**src/hw/rtl/swtm_pkg.sv**
```systemverilog
package swtm_pkg;

    // default storage parameters
    localparam int DEF_WINDOW_DEPTH = 64;
    localparam int DEF_SAMPLE_WIDTH = 16;

    // configuration register widths and reset values
    localparam int WSIZE_W     = 7;
    localparam int TRIM_W      = 5;
    localparam logic [WSIZE_W-1:0] WSIZE_RST = 7'd64;
    localparam logic [TRIM_W-1:0]  TRIM_RST  = 5'd1;

    // apb port
    localparam int PADDR_W = 3;
    localparam int PDATA_W = 32;

    // register index
    localparam logic REG_WINDOW_SIZE = 1'b0;
    localparam logic REG_TRIM_COUNT  = 1'b1;

endpackage

```
**src/hw/rtl/sliding_window_trimmed_mean.sv**
```systemverilog
// a full, valid window of w samples is ranked, its middle samples summed and the sum divided;
// otherwise no scan or division is run (w = window_size saturated to WINDOW_DEPTH)
// no new word is taken until the last one is through; the rank scan reads the sample memory
// once a cycle and the serial divider gives one quotient bit a cycle
// reset: asynchronous, active low; window empty, window_size 64, trim_count 1
module sliding_window_trimmed_mean
    import swtm_pkg::*;
#(
    parameter int WINDOW_DEPTH = DEF_WINDOW_DEPTH,
    parameter int SAMPLE_WIDTH = DEF_SAMPLE_WIDTH
)
(
    input  logic                    clk,
    input  logic                    rst_n,
    input  logic                    psel,
    input  logic                    penable,
    input  logic                    pwrite,
    input  logic [PADDR_W-1:0]      paddr,
    input  logic [PDATA_W-1:0]      pwdata,
    output logic [PDATA_W-1:0]      prdata,
    output logic                    pready,
    input  logic                    sample_valid,
    output logic                    sample_stall,
    input  logic [SAMPLE_WIDTH-1:0] sample,
    output logic                    result_valid,
    input  logic                    result_stall,
    output logic [SAMPLE_WIDTH-1:0] average,
    output logic                    window_full,
    output logic                    setting_error
);

    localparam int AW   = $clog2(WINDOW_DEPTH);
    localparam int CW   = $clog2(WINDOW_DEPTH + 1);
    localparam int SUMW = SAMPLE_WIDTH + CW;

    typedef enum logic [6:0] {
        S_IDLE  = 7'b0000001,
        S_RD    = 7'b0000010,
        S_LOAD  = 7'b0000100,
        S_SCAN  = 7'b0001000,
        S_CHECK = 7'b0010000,
        S_DIV   = 7'b0100000,
        S_DONE  = 7'b1000000
    } state_t;

    state_t                  state_reg, state_next;
    logic [WSIZE_W-1:0]      ws_reg;
    logic [TRIM_W-1:0]       tc_reg;
    logic [AW-1:0]           wp_reg, wp_next;
    logic [CW-1:0]           fill_reg, fill_next;
    logic [CW-1:0]           w_reg, w_next;
    logic [CW-1:0]           p_reg, p_next;
    logic [CW-1:0]           q_reg, q_next;
    logic [CW-1:0]           rank_reg, rank_next;
    logic [SAMPLE_WIDTH-1:0] v_reg, v_next;
    logic [SUMW-1:0]         sum_reg, sum_next;
    logic                    full_reg, full_next;
    logic                    err_reg, err_next;
    logic [SAMPLE_WIDTH-1:0] avg_reg, avg_next;
    logic                    ovalid_reg, ovalid_next;
    logic [SAMPLE_WIDTH-1:0] oavg_reg;
    logic                    ofull_reg;
    logic                    oerr_reg;
    logic [SAMPLE_WIDTH-1:0] mem [WINDOW_DEPTH];
    logic [SAMPLE_WIDTH-1:0] rd_data_reg;
    logic [AW-1:0]           rd_addr;
    logic [CW-1:0]           rd_idx;
    logic                    accept;
    logic                    cfg_wr;
    logic [CW-1:0]           w_eff;
    logic                    full_now;
    logic                    err_now;
    logic                    lt;
    logic                    in_middle;
    logic                    div_start;
    logic                    div_done;
    logic [SUMW-1:0]         div_quo;
    logic [CW-1:0]           mid_count;
    logic                    out_load;

    // window position (0 = newest) to ring address
    function automatic logic [AW-1:0] ring_addr(input logic [AW-1:0] wp,
                                                input logic [CW-1:0] idx);
        logic [AW+1:0] t;
        t = (AW+2)'(wp) + (AW+2)'(WINDOW_DEPTH - 1) - (AW+2)'(idx);
        if (t >= (AW+2)'(WINDOW_DEPTH))
        begin
            t = t - (AW+2)'(WINDOW_DEPTH);
        end
        return t[AW-1:0];
    endfunction

    // configuration port
    assign pready = 1'b1;
    assign cfg_wr = psel && penable && pwrite;

    always_comb
    begin
        unique case (paddr[2])
            REG_WINDOW_SIZE: prdata = PDATA_W'(ws_reg);
            REG_TRIM_COUNT:  prdata = PDATA_W'(tc_reg);
            default:         prdata = '0;
        endcase
    end

    always_ff @(posedge clk or negedge rst_n)
    begin
        if (!rst_n)
        begin
            ws_reg <= WSIZE_RST;
            tc_reg <= TRIM_RST;
        end
        else if (cfg_wr)
        begin
            unique case (paddr[2])
                REG_WINDOW_SIZE: ws_reg <= pwdata[WSIZE_W-1:0];
                REG_TRIM_COUNT:  tc_reg <= pwdata[TRIM_W-1:0];
                default:         ws_reg <= ws_reg;
            endcase
        end
    end

    // input handshake and window status for the incoming word
    assign sample_stall = (state_reg != S_IDLE);
    assign accept       = sample_valid && !sample_stall;
    assign w_eff        = (32'(ws_reg) > 32'(WINDOW_DEPTH)) ? CW'(WINDOW_DEPTH)
                                                          : CW'(ws_reg);
    assign fill_next    = (accept && (32'(fill_reg) < 32'(WINDOW_DEPTH)))
                          ? fill_reg + 1'b1 : fill_reg;
    assign full_now     = fill_next >= w_eff;
    assign err_now      = (2 * 32'(tc_reg)) >= 32'(w_eff);

    // shared comparator: rank of the held sample among the window
    assign lt        = (rd_data_reg < v_reg) || ((rd_data_reg == v_reg) && (q_reg < p_reg));
    assign in_middle = (32'(rank_reg) >= 32'(tc_reg))
                       && ((32'(rank_reg) + 32'(tc_reg)) < 32'(w_reg));
    assign mid_count = CW'(32'(w_reg) - 2 * 32'(tc_reg));
    assign out_load  = (state_reg == S_DONE) && (!ovalid_reg || !result_stall);

    // sequencer
    always_comb
    begin
        state_next = state_reg;
        wp_next    = wp_reg;
        w_next     = w_reg;
        p_next     = p_reg;
        q_next     = q_reg;
        rank_next  = rank_reg;
        v_next     = v_reg;
        sum_next   = sum_reg;
        full_next  = full_reg;
        err_next   = err_reg;
        avg_next   = avg_reg;
        rd_idx     = '0;
        div_start  = 1'b0;
        unique case (state_reg)
            S_IDLE:
            begin
                if (accept)
                begin
                    wp_next   = (32'(wp_reg) == WINDOW_DEPTH - 1) ? '0 : wp_reg + 1'b1;
                    w_next    = w_eff;
                    full_next = full_now;
                    err_next  = err_now;
                    p_next    = '0;
                    sum_next  = '0;
                    avg_next  = '0;
                    state_next = (full_now && !err_now) ? S_RD : S_DONE;
                end
            end
            S_RD:
            begin
                rd_idx     = p_reg;
                state_next = S_LOAD;
            end
            S_LOAD:
            begin
                v_next     = rd_data_reg;
                rd_idx     = '0;
                q_next     = '0;
                rank_next  = '0;
                state_next = S_SCAN;
            end
            S_SCAN:
            begin
                rank_next = rank_reg + CW'(lt);
                if (q_reg == w_reg - 1'b1)
                begin
                    state_next = S_CHECK;
                end
                else
                begin
                    q_next = q_reg + 1'b1;
                    rd_idx = q_reg + 1'b1;
                end
            end
            S_CHECK:
            begin
                if (in_middle)
                begin
                    sum_next = sum_reg + SUMW'(v_reg);
                end
                p_next = p_reg + 1'b1;
                if (p_reg + 1'b1 == w_reg)
                begin
                    div_start  = 1'b1;
                    state_next = S_DIV;
                end
                else
                begin
                    state_next = S_RD;
                end
            end
            S_DIV:
            begin
                if (div_done)
                begin
                    avg_next   = div_quo[SAMPLE_WIDTH-1:0];
                    state_next = S_DONE;
                end
            end
            S_DONE:
            begin
                if (out_load)
                begin
                    state_next = S_IDLE;
                end
            end
            default:
            begin
                state_next = S_IDLE;
            end
        endcase
    end

    assign rd_addr = ring_addr(wp_reg, rd_idx);

    // sample memory
    always_ff @(posedge clk)
    begin
        if (accept)
        begin
            mem[wp_reg] <= sample;
        end
        rd_data_reg <= mem[rd_addr];
    end

    swtm_div #(
        .N (SUMW),
        .M (CW)
    ) u_div (
        .clk      (clk),
        .rst_n    (rst_n),
        .start    (div_start),
        .dividend (sum_next),
        .divisor  (mid_count),
        .done     (div_done),
        .quotient (div_quo)
    );

    // output word register
    assign ovalid_next = out_load ? 1'b1 : (ovalid_reg && result_stall);

    always_ff @(posedge clk or negedge rst_n)
    begin
        if (!rst_n)
        begin
            state_reg  <= S_IDLE;
            wp_reg     <= '0;
            fill_reg   <= '0;
            ovalid_reg <= 1'b0;
        end
        else
        begin
            state_reg  <= state_next;
            wp_reg     <= wp_next;
            fill_reg   <= fill_next;
            ovalid_reg <= ovalid_next;
        end
    end

    always_ff @(posedge clk)
    begin
        w_reg    <= w_next;
        p_reg    <= p_next;
        q_reg    <= q_next;
        rank_reg <= rank_next;
        v_reg    <= v_next;
        sum_reg  <= sum_next;
        full_reg <= full_next;
        err_reg  <= err_next;
        avg_reg  <= avg_next;
        if (out_load)
        begin
            oavg_reg  <= avg_reg;
            ofull_reg <= full_reg;
            oerr_reg  <= err_reg;
        end
    end

    assign result_valid  = ovalid_reg;
    assign average       = oavg_reg;
    assign window_full   = ofull_reg;
    assign setting_error = oerr_reg;

endmodule

```
**src/hw/rtl/swtm_div.sv**
```systemverilog
module swtm_div
    import swtm_pkg::*;
#(
    parameter int N = 22,
    parameter int M = 7
)
(
    input  logic         clk,
    input  logic         rst_n,
    input  logic         start,
    input  logic [N-1:0] dividend,
    input  logic [M-1:0] divisor,
    output logic         done,
    output logic [N-1:0] quotient
);

    localparam int CNTW = $clog2(N + 1);

    logic [M-1:0]    rem_reg;
    logic [M-1:0]    rem_next;
    logic [N-1:0]    quo_reg;
    logic [N-1:0]    quo_next;
    logic [M-1:0]    dvs_reg;
    logic [M-1:0]    dvs_next;
    logic [CNTW-1:0] cnt_reg;
    logic [CNTW-1:0] cnt_next;
    logic            done_reg;
    logic            done_next;
    logic [M:0]      trial;
    logic            ge;

    // one restoring step per cycle
    always_comb
    begin
        trial     = {rem_reg, quo_reg[N-1]};
        ge        = trial >= {1'b0, dvs_reg};
        rem_next  = rem_reg;
        quo_next  = quo_reg;
        dvs_next  = dvs_reg;
        cnt_next  = cnt_reg;
        done_next = 1'b0;
        if (start)
        begin
            rem_next = '0;
            quo_next = dividend;
            dvs_next = divisor;
            cnt_next = CNTW'(N);
        end
        else if (cnt_reg != '0)
        begin
            rem_next = ge ? M'(trial - {1'b0, dvs_reg}) : trial[M-1:0];
            quo_next = {quo_reg[N-2:0], ge};
            cnt_next = cnt_reg - 1'b1;
            if (cnt_reg == CNTW'(1))
            begin
                done_next = 1'b1;
            end
        end
    end

    always_ff @(posedge clk or negedge rst_n)
    begin
        if (!rst_n)
        begin
            cnt_reg  <= '0;
            done_reg <= 1'b0;
        end
        else
        begin
            cnt_reg  <= cnt_next;
            done_reg <= done_next;
        end
    end

    always_ff @(posedge clk)
    begin
        rem_reg <= rem_next;
        quo_reg <= quo_next;
        dvs_reg <= dvs_next;
    end

    assign done     = done_reg;
    assign quotient = quo_reg;

endmodule
```
**config.mk**
```make
export PLATFORM = sky130hd
export DESIGN_NAME = sliding_window_trimmed_mean
export DESIGN_NICKNAME = d
export VERILOG_FILES = /design/src/hw/rtl/swtm_pkg.sv /design/src/hw/rtl/sliding_window_trimmed_mean.sv /design/src/hw/rtl/swtm_div.sv
export SDC_FILE = /design/constraint.sdc
export NUM_CORES = 1
export LEC_CHECK = 0
export BUFFER_PORTS_ARGS = -buffer_cell sky130_fd_sc_hd__buf_2
export CAP_MARGIN = 20
export CORE_MARGIN = 2
export CORE_UTILIZATION = 45
export DETAILED_ROUTE_END_ITERATION = 12
export GPL_ROUTABILITY_DRIVEN = 1
export GPL_TIMING_DRIVEN = 0
export SYNTH_ARGS = -nofsm -noshare
export SYNTH_HDL_FRONTEND = slang
export SYNTH_HIERARCHICAL = 1
export SYNTH_SLANG_ARGS = --single-unit
```
**constraint.sdc**
```tcl
create_clock -name clk -period 7.6 [get_ports clk]
set_clock_uncertainty 0.05 [all_clocks]
set_input_delay 0.76 -clock clk [delete_from_list [all_inputs] [get_ports clk]]
set_output_delay 0.76 -clock clk [all_outputs]
set_load 0.005 [all_outputs]
```
After elaboration in Yosys (flattened, before gate mapping)
Memory sizes are Yosys's and may differ from the RTL's. A register that Yosys moved wholly into a read port is not among the register bits.
Index checks and enable logic that the tools add are counted.

storage, ports and cells
  flip-flop bits (word level) = 179
  memory bits (writable) = 1,024
  input port bits = 58
  logic and storage cells = 132
  memories kept = 1

memory list
  name  depth  width  rd ports  clocked after Yosys merged registers in  write ports  RTL line                           text
  mem   64     16     1         1                                        1            sliding_window_trimmed_mean.sv:64  logic [SAMPLE_WIDTH-1:0] mem [WINDOW_DEPTH];

operators by class
  add/sub/neg operators = 14
  order comparisons = 10
  equal/unequal tests = 18
  muxes and demuxes = 38
  bitwise gates (word level) = 1
  reductions and logical operators = 27

operators by type and width
  kind                                                                                 number
  23-bit two-way mux                                                                   4
  7-bit two-way mux                                                                    11
  32-bit one-hot mux with 2 select lines                                               1
  7-bit one-hot mux with 2 select lines                                                4
  7-bit one-hot mux with 7 select lines                                                1
  23-bit one-hot mux with 2 select lines                                               1
  16-bit two-way mux                                                                   2
  16-bit one-hot mux with 2 select lines                                               1
  23-bit by 16-bit adder with 23-bit output                                            1
  7-bit by 1-bit adder with 7-bit output, second input constant                        3
  6-bit two-way mux                                                                    3
  16-bit equality test                                                                 1
  16-bit less-than comparator                                                          1
  7-bit equality test                                                                  2
  5-bit two-way mux                                                                    2
  2-bit AND reduction                                                                  5
  1-bit logical AND                                                                    9
  7-bit by 5-bit adder with 8-bit output                                               1
  8-bit by 7-bit greater-or-equal comparator with 1-bit output                         1
  8-bit by 7-bit greater-or-equal comparator with 1-bit output, second input constant  1
  8-bit by 7-bit less-than comparator with 1-bit output                                1
  1-bit two-way mux                                                                    8
  2-bit != test, second input constant                                                 4
  2-bit nonzero test                                                                   4
  other kinds (32)                                                                     36

Depth between registers and ports, before layout
  word-level depth = 10
  mapped depth = 19

Hierarchy
Netlist, hierarchy kept.

modules (own cells, without submodules)
  module                       times used  cells an instance  area each (sq um)
  sliding_window_trimmed_mean  1           2,367              47,870.9
  swtm_div                     1           175                2,182.1

Worst setup path before layout
OpenSTA, ideal clock, no wires.

  path kind = register to register
  from = register state_reg[6]
  to = register rd_data_reg[10], read port of mem
  setup time = 0.122 ns
  arrival = 4.533 ns
  data required time = 7.428 ns
  path slack = 2.895 ns
  cell stages (with the launch flop) = 15
  buffers on the path = 4
  period minus slack after synthesis = 4.705 ns
  cells stage by stage = dfrtp_1 > or4_4 > or4b_1 > clkbuf_1 > nor2_1 > a22oi_1 > ha_1 > fa_1 > buf_2 > clkbuf_1 > clkbuf_1 > mux4_2 > mux4_2 > mux2i_1 > a21oi_1

between the ends
  word-level cells in the longest chain between the ends = 5
  elaborated cells on any way between the ends = 7
  classes of those cells = 2 x add/sub; 1 x order compare; 2 x eq/ne; 2 x mux

ends and longest elaborated chain
  element                                                                                                                      RTL line                                                              text
  from (decl)                                                                                                                  sliding_window_trimmed_mean.sv:46                                     state_t state_reg, state_next;
  from (signal assigned)                                                                                                       sliding_window_trimmed_mean.sv:275                                    state_reg <= state_next;
  7-bit by 4-bit equality test with 1-bit output or 7-bit by 2-bit equality test with 1-bit output (tied branches)             sliding_window_trimmed_mean.sv:156                                    unique case (state_reg)
  7-bit one-hot mux with 2 select lines (*)                                                                                    sliding_window_trimmed_mean.sv:156
  7-bit by 7-bit subtractor with 8-bit output (*)                                                                              sliding_window_trimmed_mean.sv:85                                     t = (AW+2)'(wp) + (AW+2)'(WINDOW_DEPTH - 1) - (AW+2)'(idx);
  8-bit by 7-bit greater-or-equal comparator with 1-bit output or 6-bit by 1-bit subtractor with 6-bit output (tied branches)  sliding_window_trimmed_mean.sv:86, sliding_window_trimmed_mean.sv:88
  6-bit two-way mux (*)                                                                                                        sliding_window_trimmed_mean.sv:86                                     if (t >= (AW+2)'(WINDOW_DEPTH))
  to (decl)                                                                                                                    sliding_window_trimmed_mean.sv:65                                     logic [SAMPLE_WIDTH-1:0] rd_data_reg;

Mark *: on every way between the ends. The rest lies on a longest branch, timed or not.
A chain may end at the register's enable or synchronous reset.

Final worst setup path
  from = register state_reg[6]
  to = register rd_data_reg[2], read port of mem

The elaborated chain is that of the path after synthesis.

==> metrics.csv <==
metric;value;unit
fin_cells;4397;
area_growth;15.0;%
dieArea;114000;µm²
slew_headroom;29.7;%
cts_tree;done;
first_pass_iters;5;
crit_required;8.11;ns
post_cts_buffers;0;
vias;24852;
largest_reg_flops;1024;
drive_gt1_share;28.8;%
synth.area.top_cells;edfxtp_1 68%, mux4_2 14%, ha_1 2.3%;
path_class;flop to flop;
dp_cells;4158;
worst_pin_slew;1.05;ns
rows;122;
drc;0;
path_clk_slew;0.06;ns
p_per_area;404;nW/µm²
synth.yosys.warnings;6;
cts_buffers;130;
worst_skew_pair.late_latency;0.73;ns
slew_violations;0;
routedWlPerCell;25.6;µm
fmax;146;MHz
antenna_found_initial;1;
io_pins;111;
vdd_drop_max;283;µV
core-area;111000;µm²
layout_commonest_cell;edfxtp_1;
htreeDepth;4;
grt_overflow;0;
cpMostUsedCell;clkbuf_1;
io_buffers;56;
start_util;45.3;%
power_leakage;19.2;nW
grt_pass1_wl;166000;µm
hold_viol;0;
path_delay_family;buffers and inverters;
worstSetupEndpointType;flop;
dr.first_iter.drc_count;2476;
ys_ff_latch;1219;
fin_tns_setup;0;ns
outcome;complete, no violations;
num-nets-final;2965;
syn_area;50100;µm²
drt_wl_total;112000;µm
cts_root_buf;clkbuf_16;
crit_chain;or4_4 > or4b_1 > clkbuf_1 > nor2_1 > a22oi_1 > ha_1 > fa_1 > buf_2 > clkbuf_1 > clkbuf_1 > mux4_2 > mux4_2 > mux2i_1 > a21oi_1;
path_max_fanout;10;
mostFrequentLayoutCells;1134 x edfxtp_1, 320 x mux4_2, 135 x clkbuf_16, 94 x buf_2, 92 x ha_1;
synth-async-reset-ratio;3.20;%
hold_buffers;0;
min_period;6.87;ns
finalCritPeriodShare;90.4;%
max_cap_viol_count;0;
hold_class;input pin to flop;
setup_violations;0;
final_util;52.1;%
synth_cell_types;80;
synth_top_cell_by_area;edfxtp_1;
arrival;7.38;ns
dieWidth;338;µm
cts_buffer_depth;3;
rsz0062_at_grt;no;
die_h;338;µm
synth_edf_count;1134;
clock_sinks;1219;
start_kind;flop;
critPathBufInv;4;
vias_per_cell;5.65;
drtAntennaViolNets;0;
slowest_stage;clkbuf_1;
gp_congestion;0.941;
grt_pass1_vias;25470;
ctsResizeCount;0;
grt_max_degree;65;
syn_inst;2542;
syn_avg_cell_area;19.7;µm²
groute.usage.overall;20.1;%
synth-main-ff-cell;edfxtp_1;
hpwl;77100;µm
slowest_delay;0.81;ns
yosysSeqAreaShare;71.8;%
synth_top_area_share;68.0;%
layout make-up:
type / count / area, µm²
Multi-Input combinational cell: 1142 / 13300
Sequential cell: 1219 / 36000
Antenna cell: 3 / 7.51
Clock inverter: 72 / 669
Tap cell: 1488 / 1860
Buffer: 133 / 734
Clock buffer: 156 / 3460
Fill cell: 8745 / 53000
Inverter: 72 / 270
Timing Repair Buffer: 112 / 1250
cell families after synthesis:
family	count (synthesis)	share of synthesized area, %
AO/OA/AOI/OAI	207	2.85
XOR/XNOR	71	1.31
adder cells (fa/ha/maj)	97	2.50
buffers and inverters	205	2.01
flip-flops	1219	71.8
multiplexers	381	15.7
other	2	0.0150
AND/OR/NAND/NOR	360	3.77
power by group:
part | leakage, nW | internal [mW] | switching [mW]
clock network | 2.01 | 3.56 | 2.55
registers | 11.1 | 7.83 | 0.229
logic | 6.04 | 3.97 | 5.10
synth_stat cells, drive strengths merged (4+ instances only):
library cell / number
a21oi: 62
nand4b: 4
buf: 89
nor4: 6
nand4: 11
o21ai: 41
dfxtp: 46
fa: 5
a211oi: 28
clkbuf: 44
o211ai: 5
or2: 4
a31o: 5
a31oi: 7
nor2: 126
inv: 70
and3: 10
nor3: 14
o21bai: 4
mux4: 320
nand3b: 8
nand2b: 12
ha: 92
nand3: 41
mux2i: 21
and2: 21
a22oi: 5
o22ai: 4
edfxtp: 1134
or3: 5
nand2: 50
dfrtp: 36
nor2b: 29
a21o: 18
xnor2: 44
or4b: 4
o21a: 7
xor2: 27
mux2: 40
through the flow:
stage / power, mW / setup slack (ns) / hold slack, ns / cell area [µm²]
2_1_floorplan: 14.1 / 2.90 / 0.350 / 50100
3_3_place_gp: 17.1 / 0.918 / 0.359 / 52300
3_5_place_dp: 17.2 / 0.828 / 0.358 / 53300
4_1_cts: 23.4 / 0.779 / 0.156 / 57400
5_1_grt: 24.1 / 0.571 / 0.183 / 57500
6_report: 23.2 / 0.732 / 0.215 / 57600
layer usage:
metal | vias up | global-route usage, % | part of all wire, %
met4 | 2 | 7.70 | 3.4
met2 | 796 | 31.8 | 48
met5 | - | 0 | 0.012
met3 | 173 | 3.21 | 6.1
met1 | 13061 | 28.3 | 42
li1 | 10820 | - | -
worst paths after layout:
kind	to	start	cells past startpoint	slack [ns]
worst max register to register	rd_data_reg[2]	state_reg[6]	14	0.73
worst max-delay path	rd_data_reg[2]	state_reg[6]	14	0.73
worst min register to register	average[5]	avg_reg[5]	0	0.37
min in group asynchronous	fill_reg[6]	rst_n	2	0.52
max in group asynchronous	state_reg[0]	rst_n	3	6.42
worst min-delay path	state_reg[0]	sample_valid	2	0.22
No activity file was read; power rests on OpenSTA's default activity.
